<file path="src/hdl/rvg_pkg.sv">
// Shared constants and types for the vertical gridline ray walker.
// No dependencies; the other files, rvg_ram apart, refer to it by scoped names.
`default_nettype none

package rvg_pkg;

  // Tile edge in pixels; must be a power of two (2 to 256).
  localparam int TilePixels = 64;
  // Tile edge in Q8 pixels is 2**TileShift.
  localparam int TileShift  = $clog2(TilePixels) + 8;
  localparam int MaxRowsDef = 64;
  localparam int MaxColsDef = 64;

  localparam int PosW  = 24;               // Q15.8 positions
  localparam int TanW  = 32;               // Q15.16 tangent
  localparam int RowW  = 34;               // walking row position, signed
  localparam int ColW  = 26;               // walking column position, signed
  localparam int AdjW  = TileShift + 1;    // distance to first gridline
  localparam int ProdW = TanW + AdjW;
  localparam int SqW   = 2 * PosW;
  localparam int RadW  = 50;               // radicand of the distance root
  localparam int RootW = RadW / 2;
  localparam int LenW  = 7;                // row length and map_rows width

  typedef logic [1:0] action_t;
  localparam action_t ActCell   = 2'd0;
  localparam action_t ActRowLen = 2'd1;
  localparam action_t ActCast   = 2'd2;

endpackage

`default_nettype wire

</file>
<file path="src/hdl/rvg_sqrt.sv">
// Digit-by-digit integer square root, one result bit per cycle.
// Depends on rvg_pkg for the radicand and root widths.
`default_nettype none

module rvg_sqrt (
  input  wire logic                       clk_i,
  input  wire logic                       rst_ni,
  input  wire logic                       start_i,
  input  wire logic [rvg_pkg::RadW-1:0]   rad_i,
  output logic                            done_o,
  output logic      [rvg_pkg::RootW-1:0]  root_o
);

  localparam int RootW = rvg_pkg::RootW;
  localparam int RadW  = rvg_pkg::RadW;
  localparam int RemW  = RootW + 2;
  localparam int CntW  = $clog2(RootW);

  logic              busy_q, busy_d;
  logic              done_q, done_d;
  logic [CntW-1:0]   cnt_q, cnt_d;
  logic [RadW-1:0]   rad_q, rad_d;
  logic [RemW-1:0]   rem_q, rem_d;
  logic [RootW-1:0]  root_q, root_d;
  logic [RemW-1:0]   rem_sh;
  logic [RemW-1:0]   trial;

  always_comb begin
    rem_sh = {rem_q[RemW-3:0], rad_q[RadW-1 -: 2]};
    trial  = {root_q, 2'b01};
    busy_d = busy_q;
    done_d = 1'b0;
    cnt_d  = cnt_q;
    rad_d  = rad_q;
    rem_d  = rem_q;
    root_d = root_q;
    if (start_i) begin
      busy_d = 1'b1;
      cnt_d  = '0;
      rad_d  = rad_i;
      rem_d  = '0;
      root_d = '0;
    end else if (busy_q) begin
      rad_d = rad_q << 2;
      if (rem_sh >= trial) begin
        rem_d  = rem_sh - trial;
        root_d = {root_q[RootW-2:0], 1'b1};
      end else begin
        rem_d  = rem_sh;
        root_d = {root_q[RootW-2:0], 1'b0};
      end
      cnt_d = cnt_q + CntW'(1);
      if (cnt_q == CntW'(RootW - 1)) begin
        busy_d = 1'b0;
        done_d = 1'b1;
      end
    end
  end

  always_ff @(posedge clk_i or negedge rst_ni) begin
    if (!rst_ni) begin
      busy_q <= 1'b0;
      done_q <= 1'b0;
      cnt_q  <= '0;
    end else begin
      busy_q <= busy_d;
      done_q <= done_d;
      cnt_q  <= cnt_d;
    end
  end

  always_ff @(posedge clk_i) begin
    rad_q  <= rad_d;
    rem_q  <= rem_d;
    root_q <= root_d;
  end

  assign done_o = done_q;
  assign root_o = root_q;

endmodule

`default_nettype wire

</file>
<file path="config.mk">
export PLATFORM = sky130hd
export DESIGN_NAME = rvg_sqrt
export DESIGN_NICKNAME = d
export VERILOG_FILES = /design/src/hdl/rvg_pkg.sv /design/src/hdl/rvg_sqrt.sv
export SDC_FILE = /design/constraint.sdc
export NUM_CORES = 1
export LEC_CHECK = 0
export BUFFER_PORTS_ARGS = -buffer_cell sky130_fd_sc_hd__buf_2
export CORE_MARGIN = 2
export CORE_UTILIZATION = 60
export DETAILED_ROUTE_END_ITERATION = 6
export HOLD_SLACK_MARGIN = 0.08
export PLACE_DENSITY = 0.84
export SKIP_LAST_GASP = 1
export SYNTH_ARGS = -nofsm -noshare
export SYNTH_HDL_FRONTEND = slang
export SYNTH_SLANG_ARGS = --single-unit
</file>
<file path="constraint.sdc">
create_clock -name clk_i -period 4.63 [get_ports clk_i]
set_input_delay 0 -clock clk_i [delete_from_list [all_inputs] [get_ports clk_i]]
set_output_delay 0 -clock clk_i [all_outputs]
set_load 0.05 [all_outputs]
</file>
==> flow_metrics.tcl <==
set metrics [dict create \
    status "finished, final reports clean" \
    synth_edf_count 50 \
    power.internal_mw 2.27 \
    startpoint_type "flip-flop" \
    ys_warn_count 0 \
    synthFlopType "edfxtp_1" \
    crit_chain "inv_1 > ha_1 > o211ai_1 > o21ai_1 > o211ai_1 > a21oi_1 > o21ai_1 > a31oi_4 > mux2i_1 > a211oi_1" \
    synth_fa_ha_area_frac 0.0631 \
    synth_xor_area_frac 0.0366 \
    synth.most_common_cell "nor2_1" \
    crit_fanout 31 \
    final_antenna_net_count 0 \
    gp_congestion 0.945 \
    tightest_slew_ns 1.14 \
    p_clk_frac 0.179 \
    hold_violations 0 \
    finalInstanceArea_um2 6960 \
    grt_setup_unrepaired "no" \
    yosysTopAreaCellShare 0.261 \
    initial_utilization 0.619 \
    drcViolationCount 0 \
    power_density_nw_per_um2 526 \
    htreeDepth 3 \
    synth.area.top_cells "edfxtp_1 (26%), dfxtp_1 (17%), mux2_2 (9.6%)" \
    clock_path_buffers 2 \
    crit_type "flip-flop to flip-flop" \
    drive_gt1_frac 0.233 \
    async_reset_ff_frac 0.0654 \
    pwr-share-comb 0.489 \
    io_pins 79 \
    p_seq_frac 0.333 \
    hpwl_um 7640 \
    finClkSkew_ns 0.0169 \
    ir_drop_mv 0.296 \
    yosys.cell_types.count 53 \
    grt_pass1_wl_um 21500 \
    synth-compound-area-share 0.113 \
    syn_to_final_growth_pct 21.0 \
    yosys.area.top_type "edfxtp_1" \
    cts_tree "done" \
    fp.dieW_um 102 \
    clockRootBuffer "clkbuf_8" \
    grt_start_max_net_pins 79 \
    drv_cap 0 \
    syn_inst 539 \
    finalCritPeriodShare 0.749 \
    wl_um 13200 \
    fillerInstances 653 \
    dieArea_um2 10400 \
    hold_path_class "input pin to flip-flop" \
    routed_via_density 5.60 \
    clk_pin_slew_ns 0.12 \
    finalSetupTns_ns 0 \
    crit_path_max_incr_delay_ns 0.93 \
    cp.required_ns 4.91 \
    cts_setup_buffers 0 \
    synth_mux_area_frac 0.174 \
    cts_buffers 9 \
    synth_fp_nets 621 \
    synth_seq_cells 107 \
    p_sw_mw 1.39 \
    syn_area_per_cell_um2 10.7 \
    fmax_mhz 288 \
    synthTopCellsByCount "nor2_1 (66), dfxtp_1 (50), edfxtp_1 (50), mux2_2 (49), mux2i_1 (45)" \
    synth_area_um2 5750 \
    num_rows 35 \
    track_usage 0.266 \
    endpoint_kind "flip-flop" \
    cp_slowest_cell "a31oi_4" \
    vias 4427 \
    antenna_found_initial 0 \
    pre_cts_slack_ns 1.36 \
    numPortBuffers 78 \
    fin_ws_ns 1.16 \
    leakage_nw 3.10 \
    arrival_ns 3.75 \
    dieHeight_um 102 \
    clkLatencyLatePin_ns 0.38 \
    dr.first_iter.drc_count 216 \
    slew-limit-headroom 0.243 \
    num_antenna_cells 0 \
    hold_slack_ns 0.444 \
    fin_crit_ns 3.47 \
    grt_pass1_vias 4508 \
    slew_viol_final 0 \
    power_mw 3.66 \
    grt-ovfl-total 0 \
    postPlaceCellArea_um2 6200 \
    setup_viol 0 \
    nets 739 \
    synth_top_family_by_area "multiplexers" \
    ys_seq_area_frac 0.466 \
    post_drt_wl_per_cell_um 16.6 \
    p_sw_frac 0.379 \
    dr.pass1.iters 5 \
    core_um2 9280 \
    cts_sinks 107 \
    synthSimpleGateAreaFrac 0.104 \
]
## worst paths after layout
path | start | endpoint | slack (ns) | cells after the start
setup reg to reg | root_o[2] | rem_q[4] | 1.16 | 10
hold reg to reg | rem_q[24] | rem_q[24] | 0.49 | 2
max in group asynchronous | rst_ni | busy_q | 3.83 | 3
min in group asynchronous | rst_ni | done_o | 0.54 | 3
setup / recovery | root_o[2] | rem_q[4] | 1.16 | 10
hold / removal | rad_i[10] | rad_q[10] | 0.44 | 3
## layout make-up
cell class / count / area, um^2 / share of cell area
clock buffer: 9 / 124 / 0.0178
clock inverter: 7 / 105 / 0.0151
inverter: 34 / 128 / 0.0183
multi-input combinational: 372 / 2820 / 0.406
sequential: 107 / 2680 / 0.385
tap: 129 / 161 / 0.0232
timing repair buffer: 133 / 938 / 0.135
## state kept, by name, summed over array words and instances (netlist names)
name    count
busy_q      1
cnt_q       5
done_o      1
rad_q      50
rem_q      25
root_o     25
## cells by family (layout without fill, tap and decap cells)
kind of cell / after synthesis / count (layout)
xor gates and xnor gates: 24 / 24
and+or+nand+nor: 126 / 126
buffers and inverters: 60 / 183
AOI/OAI and AO/OA: 99 / 99
DFF: 107 / 107
muxes: 94 / 94
adders and majority gates: 29 / 29
## layout by cell type (no fill, tap or decap), drive strengths merged, types with 8 or more instances in the layout
cell type / netlist / routed
inv: 34 / 37
mux2: 49 / 49
xnor2: 12 / 12
a21oi: 29 / 29
xor2: 12 / 12
a21o: 8 / 8
ha: 29 / 29
a211oi: 22 / 22
o21ai: 20 / 20
nand2: 18 / 18
clkbuf: 15 / 9
dfxtp: 50 / 50
dlygate4sd3: 0 / 53
nor2: 66 / 66
edfxtp: 50 / 50
mux2i: 45 / 45
buf: 11 / 80
## routing by layer
| layer | GRT usage | part of all wire | routed length [um] |
|---|---|---|---|
| met1 | 0.312 | 0.41 | 5430 |
| met2 | 0.478 | 0.51 | 6760 |
| met3 | 0.0650 | 0.048 | 633 |
| met4 | 0.0882 | 0.025 | 325 |
| met5 | 0 | 0 | 0 |
## what timing repair did
item | 4_1_cts | 5_1_grt
setup endpoints to repair | 0 | 0
hold buffers | 53 | 0
resized for setup | 0 | 0
endpoints found under the hold margin | 72 | 0
## metrics by stage
stage / std cells / utilization
global placement: 722 / 0.668
floorplan: 539 / -
CTS: 791 / 0.750
global route: 791 / 0.750
finish: 791 / 0.750
detailed placement: 722 / 0.668
## worst max-delay path, delay by kind of cell (launching register included)
kind,cells,cell delay [ns]
buffers and inverters,1,0.06
flip-flops,1,0.40
multiplexers,1,0.26
AO/OA/AOI/OAI,7,2.23
adder cells (fa/ha/maj),1,0.39
## power groups by stage
stage	Clock [mW]	Combinational (mW)	Sequential, mW
6_report	0.654	1.79	1.22
5_1_grt	0.698	1.98	1.23
4_1_cts	0.661	1.76	1.21
3_5_place_dp	0	1.71	1.23
3_3_place_gp	0	1.66	1.22
2_1_floorplan	0	1.43	1.23
No activity file was read; power rests on OpenSTA's default activity.
